**src/rtl/macd_div.sv**
```systemverilog
`timescale 1ns / 1ps
// Restoring divider, one quotient bit per cycle, floor quotient of signed
// dividend by positive divisor.
module macd_div #(
  parameter int NumW = 64,
  parameter int DenW = 18
) (
  input  logic                   clk_i,
  input  logic                   rst_ni,
  input  logic                   start_i,
  input  logic signed [NumW-1:0] num_i,
  input  logic        [DenW-1:0] den_i,
  output logic                   done_o,
  output logic signed [NumW-1:0] quo_o
);
  localparam int CntW = $clog2(NumW + 1);
  logic [NumW-1:0] mag_q, mag_d;
  logic [NumW-1:0] quo_q, quo_d;
  logic [DenW:0]   rem_q, rem_d;
  logic [DenW-1:0] den_q, den_d;
  logic            neg_q, neg_d;
  logic [CntW-1:0] cnt_q, cnt_d;
  logic            busy_q, busy_d;
  logic            done_q, done_d;
  logic [DenW:0]   trial;
  logic [NumW-1:0] neg_num;
  logic [NumW-1:0] qfin;

  assign neg_num = ~num_i + 1'b1;
  assign trial = {rem_q[DenW-1:0], mag_q[NumW-1]};
  // floor for negatives: -(q + (r != 0))
  assign qfin = neg_q ? (~(quo_q + {{(NumW-1){1'b0}}, (rem_q != '0)}) + 1'b1) : quo_q;

  always_comb begin
    mag_d = mag_q; quo_d = quo_q; rem_d = rem_q; den_d = den_q; neg_d = neg_q;
    cnt_d = cnt_q; busy_d = busy_q; done_d = 1'b0;
    if (start_i) begin
      neg_d = num_i[NumW-1];
      mag_d = num_i[NumW-1] ? neg_num : num_i;
      den_d = den_i; rem_d = '0; quo_d = '0;
      cnt_d = CntW'(NumW); busy_d = 1'b1;
    end else if (busy_q) begin
      mag_d = {mag_q[NumW-2:0], 1'b0};
      if (trial >= {1'b0, den_q}) begin
        rem_d = trial - {1'b0, den_q};
        quo_d = {quo_q[NumW-2:0], 1'b1};
      end else begin
        rem_d = trial;
        quo_d = {quo_q[NumW-2:0], 1'b0};
      end
      cnt_d = cnt_q - 1'b1;
      if (cnt_q == CntW'(1)) begin
        busy_d = 1'b0; done_d = 1'b1;
      end
    end
  end

  always_ff @(posedge clk_i or negedge rst_ni) begin
    if (!rst_ni) begin
      busy_q <= 1'b0; done_q <= 1'b0; cnt_q <= '0;
    end else begin
      busy_q <= busy_d; done_q <= done_d; cnt_q <= cnt_d;
    end
  end
  always_ff @(posedge clk_i) begin
    mag_q <= mag_d; quo_q <= quo_d; rem_q <= rem_d; den_q <= den_d; neg_q <= neg_d;
  end

  assign done_o = done_q;
  assign quo_o  = qfin;
endmodule

```
**config.mk**
```make
export PLATFORM = sky130hd
export DESIGN_NAME = macd_div
export DESIGN_NICKNAME = d
export VERILOG_FILES = /design/src/rtl/macd_div.sv
export SDC_FILE = /design/constraint.sdc
export NUM_CORES = 1
export LEC_CHECK = 0
export BUFFER_PORTS_ARGS = -buffer_cell sky130_fd_sc_hd__clkbuf_2
export CORE_MARGIN = 10
export CORE_UTILIZATION = 65
export CTS_CLUSTER_DIAMETER = 60
export DETAILED_ROUTE_END_ITERATION = 10
export MAX_ROUTING_LAYER = met4
export PLACE_DENSITY_LB_ADDON = 0.25
export SYNTH_ARGS = -nofsm -noshare
export SYNTH_HDL_FRONTEND = slang
export SYNTH_SLANG_ARGS = --single-unit
export TNS_END_PERCENT = 1
```
**constraint.sdc**
```tcl
create_clock -name clk_i -period 7.9 [get_ports clk_i]
set_input_delay 0.79 -clock clk_i [delete_from_list [all_inputs] [get_ports clk_i]]
set_output_delay 0.79 -clock clk_i [all_outputs]
set_load 0.005 [all_outputs]
```
### Word-level counts from Yosys, hierarchy flattened

Index checks and enable logic that the tools add are counted.

* magnitude comparators: 1
* multiplexer cells: 14
* reduce and logical (&&, ||, !) cells: 2
* eq/ne operators: 1
* $add $sub $neg: 5
* bitwise operators: 2

Operators by type and width (number)
* two-way mux 64 bit: 4
* adder 64 x 1 -> 64 bit, second input constant: 2
* inverter 64 bit: 2
* adder 64 x 1 -> 64 bit: 1
* >= comparator 19 x 18 -> 1 bit: 1
* two-way mux 19 bit: 1
* nonzero test 19 bit: 1
* subtractor 19 x 18 -> 19 bit: 1
* two-way mux 7 bit: 2
* equality test 7 x 1 -> 1 bit, second input constant: 1
* two-way mux 1 bit: 7
* subtractor 7 x 1 -> 7 bit, second input constant: 1
* nonzero test 2 bit: 1

* register bits after elaboration: 175
* bits of input ports: 85
* output and inout port bits: 65
* word-level logic and storage cells: 33

### Depth between registers and ports, before layout

Gate-level depths: netlist of the first run.

* word-level depth: 5
* gate-level depth with buffers: 19
* gate-level depth less buffers: 15

### Worst setup path before layout of the first run

No wires, ideal clock.

* path type: flip-flop to output port
* start: reg rem_q[17]
* end: out quo_o[59]
* slack: 2812 ps
* data required time: 7110 ps
* cell stages (with the launch flop): 19
* arrival: 4298 ps
* cells stage by stage: dfxtp_1 nor4_1 nand4_1 or4_1 ha_1 ha_1 buf_2 and3_1 buf_2 and4_1 buf_2 nand4_1 mux2_2 o21ai_1 nor4b_4 nand3_1 nor3_1 mux2_2 xnor2_1

* word-level cells in the longest chain between the ends: 5

Ends and longest elaborated chain
* start, declared: line 19 `logic [DenW:0] rem_q, rem_d;`
* start signal, assigned: line 66 `mag_q <= mag_d; quo_q <= quo_d; rem_q <= rem_d; den_q <= den_d; neg_q <= neg_d;`
* nonzero test 19 bit: line 32 `assign qfin = neg_q ? (~(quo_q + {{(NumW-1){1'b0}}, (rem_q != '0)}) + 1'b1) : quo_q;`
* adder 64 x 1 -> 64 bit: line 32
* inverter 64 bit: line 32
* adder 64 x 1 -> 64 bit: line 32
* two-way mux 64 bit: line 32
* end, declared: line 14 `output logic signed [NumW-1:0] quo_o`

No other way between the ends.

### Worst setup path after layout of the first run

* start: reg rem_q[2]
* end: out quo_o[61]

Same word-level chain as after synthesis.

==> impl.org, run 1 <==
** Worst setup path
- Together, buffers and inverters on the worst path number 1.
- By startpoint and endpoint, the worst setup path is classified as reg -> out.
- Endpoint required time on the critical path :: 7.11 ns
- The worst setup path is launched from a register.
- Data on the critical path arrives at its endpoint at 5.82 ns.
- CP max-delay cell :: nor2b_1
- Worst path max stage delay :: 0.48 ns
- In this run the critical register-to-register path is captured at rem_q[4].
- Critical path endpoint category :: output pin
- Register-to-register path setup slack :: 4.47 ns
- In this run the critical register-to-register path is launched from den_q[1].
- Depth of the most critical reg-to-reg path :: 11
- Critical path cell sequence :: nor4_1 > nand4_1 > or4_1 > ha_1 > ha_1 > and3_1 > and4_1 > a31oi_1 > o2bb2ai_1 > and3_1 > nor2b_1 > nand3_1 > nor4_2 > mux2i_1 > xor2_1 > clkbuf_2
- In this design, the largest share of critical-path delay is due to simple AND/OR/NAND/NOR gates.
- Along the worst path, the maximum fanout reaches 8.

** Synth
- Synthesized Nets :: 1725
- Number of unique standard cell types used by synthesis :: 85
- Post-synthesis instance area :: 13370 um^2
- Number of enable-type register cells in the synthesized netlist :: 83
- Largest family of logic cells by synthesized area :: simple AND/OR/NAND/NOR gates
- The synthesized netlist devotes 2.395% of its cell area to adder and majority cells.
- For this run, the register share of the synthesized area comes to 32.75%.
- Complex-gate fraction of the synthesized area :: 13.87%
- After Yosys synthesis, XOR and XNOR cells account for 11.99% of the synthesized area.
- Share of synthesized area spent on multiplexers :: 7.411%
- Counting flops with an async set or reset pin after synthesis yields a share of 5.143%.
- For this run, the leading register cell type out of synthesis is edfxtp_1.
- In this run the mean area of a mapped cell was 8.280 um^2.
- Post-synthesis instance total :: 1615
- After synthesis the netlist holds a flip-flop and latch count of 175.
- Synthesized-area fraction occupied by and/or/nand/nor cells :: 26.30%
- Yosys warning total :: 0

** Power
- In this run the static leakage power is 5.942 nW.
- Max rail drop VDD :: 0.0001817 V
- Power spread over the standard cell area amounts to 261.5 nW/um^2.

** Die
- In this run the count of I/O pins placed on the die edge is 150.
- Die Outline Area :: 26710 um^2
- Die extent in x :: 163.4 um
- In this run the vertical extent of the chip is 163.4 um.
- Core box area :: 20230 um^2
- Initial cell density of the core :: 66.08%
- Core Rows :: 52

** Status
- Result of the run :: completed

** Routing
- After detailed routing, the number of remaining DRC violations is 0.
- In the routed layout, each cell is associated on average with a via count of 6.365.
- DRT Pass-1 Iters :: 6
- Drt initial violations :: 1421
- For this block, the routed nets add up to 35.35 mm of wire.
- ANT nets after route :: 0
- Dividing the detail-routed wire length by the instance count gives 18.19 um.
- The routed layout has 12374 vias.

** Clock network
- The clock net in this run drives a total of 175 sinks.
- The clock tree synthesis step divided the H-tree into 4 levels.
- Longest Clk Path Bufs :: 2
- TritonCTS Buffers :: 17
- Worst skew pair latency :: 0.44 ns
- Number of gates given a new drive strength after cts :: 0
- Buffers inserted to repair hold after CTS numbered 0.
- TritonCTS clock tree :: built
- Number of setup buffers added after CTS :: 0
- Root buffer selected by CTS :: clkbuf_16
- Clock-pin slew reported for the worst setup and hold paths after clock tree synthesis :: 0.08 ns

** Final layout
- Cell area after layout :: 14560 um^2
- For this run, the number of standard cells in the final layout without fillers is 1944.
- Area growth syn-to-layout :: 8.908%
- Antenna cell count :: 0
- Util after Layout :: 71.97%
- After filler insertion, the fill cell instance count of the layout stands at 1597.
- For this run, the post-layout net count is 1771.
- In the final layout, the share of cells above drive strength 1 is 14.40%.

** Timing
- Setup repair after global routing left no endpoint under its margin.
- For the pin with the worst max-slew slack, the measured transition is 1.032 ns.
- The count of final max-slew check failures was 0.
- Static timing analysis puts the maximum clock frequency at 0.1512 GHz.
- Part of the cycle the worst path needs :: 83.70%
- Measured against its own limit, the worst slew margin works out to 30.54%.
- Setup violations remaining at the end of the flow were counted as 0.
- Setup total negative slack on the finished layout was measured at 0 ns.
- Layout Skew :: 0.01241 ns
- Final Hold Fails :: 0
- Min Tclk post-route :: 6.613 ns

** Global routing
- Entering global routing, the biggest net connects 123 pins.
- Total grt overflow :: 0
- Via count of the first global-routing pass :: 11673
- The first global-routing pass estimated 58.19 mm of wire.
- The number of antenna violations at the first check in global routing came to 0.
- Global routing used 26.64% of the available tracks.

** Flow run
- Max-cap viol count :: 0

** Placed design
- The number of placed instances, taps included, is 1912.
- Post-detailed-placement cell area :: 13970 um^2
- IO Port Bufs :: 149
- The wire-length estimate of the detail-placed layout is 25.36 mm.
- RD Place Congestion :: 1.014

** Hold path
- In this run the worst hold path is classified as in -> async.
power by group:
part | internal (mW) | switching, mW | total (mW) | leakage (nW)
Combinational | 0.800 | 0.982 | 1.78 | 4.03
Clock | 0.441 | 0.417 | 0.858 | 0.291
Sequential | 1.08 | 0.0890 | 1.17 | 1.62
synth_stat cells (all sizes together) (16+ instances only):
| cell | count | area share [%] |
|---|---|---|
| nor2 | 208 | 5.9 |
| nand2 | 126 | 3.6 |
| a31oi | 18 | 0.89 |
| nand4 | 50 | 2.4 |
| and3 | 19 | 0.89 |
| mux2i | 81 | 6.1 |
| and2 | 19 | 0.89 |
| or3 | 24 | 1.1 |
| nor4 | 44 | 2.3 |
| or4 | 29 | 1.7 |
| xnor2 | 88 | 5.8 |
| nor3 | 33 | 1.2 |
| a21oi | 89 | 3.3 |
| dfxtp | 83 | 12 |
| inv | 41 | 1.2 |
| clkbuf | 84 | 2.4 |
| o21ai | 50 | 1.9 |
| mux2 | 16 | 1.3 |
| edfxtp | 83 | 19 |
| o31ai | 32 | 1.8 |
| ha | 24 | 2.2 |
| buf | 45 | 1.8 |
| nand3 | 65 | 2.6 |
| xor2 | 95 | 6.2 |
sequential cells by signal, summed over array words and instances, names as in the netlist:
register  flops
mag_q        64
quo_q        64
rem_q        19
den_q        18
cnt_q         7
busy_q        1
done_o        1
neg_q         1
worst max path at each step:
stage                    from         to  slack, ns  depth (start not counted)
floorplan           rem_q[17]  quo_o[59]       2.81                         18
global placement    rem_q[10]  quo_o[61]       1.99                         17
detailed placement   rem_q[2]  quo_o[61]       1.97                         17
CTS                  rem_q[2]  quo_o[61]       1.37                         16
global route         rem_q[2]  quo_o[61]       1.04                         17
finish               rem_q[2]  quo_o[61]       1.29                         16
metrics by stage:
| stage | power (mW) | setup WS (ns) | hold slack [ns] |
|---|---|---|---|
| 2_1_floorplan | 2.445 | 2.812 | 0.4407 |
| 3_3_place_gp | 2.916 | 1.989 | 0.4588 |
| 3_5_place_dp | 2.956 | 1.966 | 0.4750 |
| 4_1_cts | 3.819 | 1.372 | 0.1993 |
| 5_1_grt | 4.072 | 1.043 | 0.2035 |
| 6_report | 3.808 | 1.287 | 0.1973 |
kinds of logic after synthesis:
| kind of cell | count (synthesis) |
|---|---|
| multiplexers | 97 |
| XOR/XNOR | 183 |
| adder cells (fa/ha/maj) | 25 |
| AO/OA/AOI/OAI | 283 |
| buffers and inverters | 170 |
| flip-flops | 175 |
| AND/OR/NAND/NOR | 682 |
cell usage in the layout (no fill, tap or decap), types with 14 or more instances in the layout:
cell type | Yosys | routed
a211oi_1 | 14 | 14
a21oi_1 | 89 | 89
a31oi_1 | 17 | 17
and2_1 | 18 | 18
and3_1 | 19 | 19
and4_1 | 15 | 15
clkbuf_16 | 0 | 18
clkbuf_2 | 1 | 148
dfxtp_1 | 83 | 83
edfxtp_1 | 83 | 83
ha_1 | 24 | 24
inv_1 | 41 | 41
mux2_2 | 16 | 16
mux2i_1 | 81 | 81
nand2_1 | 125 | 124
nand3_1 | 63 | 63
nand4_1 | 48 | 48
nor2_1 | 207 | 207
nor3_1 | 33 | 33
nor4_1 | 41 | 41
o21ai_0 | 46 | 46
o31ai_1 | 31 | 31
or2_2 | 14 | 14
or3_1 | 24 | 24
or4_1 | 27 | 27
xnor2_1 | 88 | 88
xor2_1 | 95 | 95
final cells by class:
class	instances	area (um^2)	area share, %
Tap cell	270	337.8	2.320
Timing Repair Buffer	156	804.5	5.525
Clock inverter	13	141.4	0.9709
Clock buffer	19	454.2	3.119
Sequential cell	175	4383	30.10
Multi-Input combinational cell	1270	8288	56.91
Inverter	41	153.9	1.057
layer usage:
metal / share of wire (%) / GRT usage (%) / vias up
met3: 7.9 / 4.354 / 66
met2: 47 / 41.27 / 585
met1: 43 / 34.95 / 5771
li1: - / - / 5952
met4: 2.5 / 8.525 / 0
met5: 0 / - / -
No activity file was read; power rests on OpenSTA's default activity.
==> run 2, diff against run 1 <==
--- a/config.mk
+++ b/config.mk
@@ -7,7 +7,7 @@
 export LEC_CHECK = 0
 export BUFFER_PORTS_ARGS = -buffer_cell sky130_fd_sc_hd__clkbuf_2
 export CORE_MARGIN = 10
-export CORE_UTILIZATION = 65
+export CORE_UTILIZATION = 54
 export CTS_CLUSTER_DIAMETER = 60
 export DETAILED_ROUTE_END_ITERATION = 10
 export MAX_ROUTING_LAYER = met4
==> constraint.sdc (replaced) <==
create_clock -name clk_i -period 5.95 [get_ports clk_i]
set_input_delay 0.595 -clock clk_i [delete_from_list [all_inputs] [get_ports clk_i]]
set_output_delay 0.595 -clock clk_i [all_outputs]
set_load 0.005 [all_outputs]
==> impl.org, run 2 (synthesis gave the netlist of run 1 again) <==
** Final layout
- Largest registers :: mag_q: 64 flops, quo_q: 64 flops, rem_q: 19 flops (unchanged)
- Most used cells in the layout excluding fill and tap cells: 207 x nor2_1, 148 x clkbuf_2, 123 x nand2_1 (was 207 x nor2_1, 148 x clkbuf_2, 124 x nand2_1).
- Share of post-route cells with drive strength above 1 :: 17.02% (was 14.40%)
- Final net count :: 1795 (was 1771)
- The most common cell after layout, fill and taps aside is nor2_1 (unchanged).
- The finished layout cell area is 15000 um^2 (was 14560 um^2).
- Area growth syn-to-layout :: 12.16% (was 8.908%)

** Flow run
- The number of maximum-capacitance violations was 0 (unchanged).

** Power
- The power per cell area came to 339.2 nW/um^2 (was 261.5 nW/um^2).
- Internal power component :: 3.100 mW (was 2.320 mW)
- The clock power share came to 23.0% (was 22.5%).
- The sequential share of power was 30.3% (was 30.7%).
- Net switching component of the power :: 1.988 mW (was 1.488 mW)
- The worst ir drop on vdd came to 0.0002139 V (was 0.0001817 V).
- The switching share of total power was 39.07% (was 39.08%).
- The total leakage power is 6.102 nW (was 5.942 nW).
- The part of the power in combinational logic was 46.8% (about the same).

** Routing
- The per-cell via count in the routed design is 6.020 (was 6.365).
- The average detailed-routed wire length per instance came to 18.51 um (was 18.19 um).
- The number of design-rule violations left by the first detailed-router iteration came to 1223 (was 1421).
- Drt drc :: 0 (unchanged)
- Number of vias in the routed layout :: 12191 (was 12374)
- The antenna violation net count after detailed routing is 0 (unchanged).
- The total length of routed wires came to 37.49 mm (was 35.35 mm).
- DRT Pass-1 Iters :: 5 (was 6)

** Clock network
- The clock input transition at the sequential cells of the worst setup and hold paths was 0.08 ns (about the same).
- The cell at the root of the clock tree is clkbuf_16 (unchanged).
- The insertion delay to the later sink of the worst-skew pair is 0.44 ns (about the same).
- The maximum clock path buffer count is 2 (unchanged).
- CTS H-tree lvls :: 4 (unchanged)
- CTS sink count :: 175 (unchanged)
- The number of buffers created by CTS came to 17 (unchanged).
- TritonCTS clock tree :: built (unchanged)

** Worst setup path
- Critical path endpoint category :: output pin (unchanged)
- The arrival time reported for the critical path endpoint is 5.15 ns (was 5.82 ns).
- The worst path required time came to 5.36 ns (was 7.11 ns).
- Peak fanout along the critical path :: 10 (was 8)
- Type of the setup path with the least slack :: reg -> out (unchanged)
- The category of the worst setup path launch point was a register (unchanged).

** Status
- Result of the run: completed (unchanged).

** Timing
- Max Freq :: 0.1742 GHz
- Sum Neg Setup Slack :: 0 ns (unchanged)
- Part of the cycle the worst path needs :: 96.48%
- The post-route clock skew was 0.01961 ns (was 0.01241 ns).
- The slew at the pin closest to its max-slew limit was 0.8927 ns (was 1.032 ns).
- Worst slew margin :: 39.94% (was 30.54%)
- The number of hold violations in the final report was 0 (unchanged).
- Final setup viols :: 0 (unchanged)
- Min Tclk post-route :: 5.740 ns
- The worst hold slack came to 0.3208 ns (was 0.1973 ns).
- The count of final max-slew check failures came to 0 (unchanged).

** Global routing
- Via count of the first global-routing pass :: 11561 (was 11673)
- The overall routing resource usage came to 24.13% (was 26.64%).
- Wire length of the first global-routing pass :: 61.20 mm (was 58.19 mm)
- Total grt overflow :: 0 (unchanged)
- Number of antenna violations at the first check in global routing :: 3 (was 0)
- The pin count of the biggest net entering global routing came to 84 (was 123).

** Hold path
- The type of the most critical hold path is in -> reg (was in -> async).

** Die
- The area enclosed by the die boundary was 31460 um^2 (was 26710 um^2).
- The initial core utilization is 54.98% (was 66.08%).
- The placement row count was 57 (was 52).
- The width of the chip was 177.4 um (was 163.4 um).
- Die Ht :: 177.4 um (was 163.4 um)
- Core box area :: 24320 um^2 (was 20230 um^2)
- I/O pin count :: 150 (unchanged)

** Placed design
- RD Place Congestion :: 0.9745 (was 1.014)
- IO Port Bufs :: 149 (unchanged)
- Post-detailed-placement cell area :: 14170 um^2 (was 13970 um^2)
- The placed wire-length estimate after detailed placement is 27.26 mm (was 25.36 mm).
-- run 2: area by class of cell --
cell class / count / area (um^2)
multi-input combinational: 1270 / 8443
clock inverter: 13 / 163.9
antenna: 3 / 7.507
inverter: 41 / 153.9
fill: 2184 / 9321
timing repair buffer: 180 / 987.2
clock buffer: 19 / 454.2
tap: 324 / 405.4
sequential: 175 / 4383
-- run 2: path summary, 6_finish.rpt --
kind	startpoint	end	slack, ns	depth (start not counted)
worst min-delay path	den_i[6]	den_q[6]	0.32	1
worst max register to register	den_q[1]	rem_q[2]	2.52	11
min in group asynchronous	rst_ni	cnt_q[5]	0.60	2
worst min register to register	quo_q[0]	quo_q[0]	0.52	2
max in group asynchronous	rst_ni	busy_q	5.14	2
worst max-delay path	rem_q[13]	quo_o[49]	0.21	18
-- run 2: power by group through the flow --
| stage | Sequential [mW] | Clock (mW) | Combinational, mW |
|---|---|---|---|
| after floorplan | 1.51 | 0 | 1.63 |
| after global placement | 1.54 | 0 | 2.31 |
| after detailed placement | 1.55 | 0 | 2.33 |
| after CTS | 1.53 | 1.19 | 2.35 |
| after global routing | 1.56 | 1.24 | 2.65 |
| final | 1.54 | 1.17 | 2.38 |
-- run 2: critical path, cell delays in order, from the launching register on --
cell,delay (ns)
dfxtp_1,0.37
nor4_4,0.32
nand4_1,0.15
or4_1,0.48
ha_2,0.24
ha_2,0.24
and3_2,0.30
nand4_1,0.17
buf_4,0.19
o211ai_1,0.13
a211oi_2,0.32
o21ai_2,0.15
nor4_2,0.31
buf_4,0.23
nand4_1,0.22
or3_1,0.41
nand3_1,0.11
xnor2_1,0.20
clkbuf_2,0.18
-- run 2: layer usage --
layer	share of wire, %	up-vias	track usage, %
li1	-	5988	-
met1	46	5750	32.42
met2	47	401	37.34
met3	5.9	52	4.059
met4	1.9	0	5.731
met5	0	-	-
-- run 2: through the flow --
stage	total power, mW	setup WS [ns]	std cells	utilization (%)
2_1_floorplan	3.139	1.057	1615	-
3_3_place_gp	3.857	0.3743	1984	58.27
3_5_place_dp	3.879	0.2377	1984	58.27
4_1_cts	5.070	0.01430	2017	61.01
5_1_grt	5.450	-0.02249	2025	61.67
6_report	5.088	0.2097	2025	61.67
-- run 2: what timing repair did --
item,in CTS,in global routing
setup endpoints to repair,18,24
pin swaps,0,1
hold buffers,1,0
endpoints found under the hold margin,3,0
buffers inserted,0,5
resized for setup,8,22
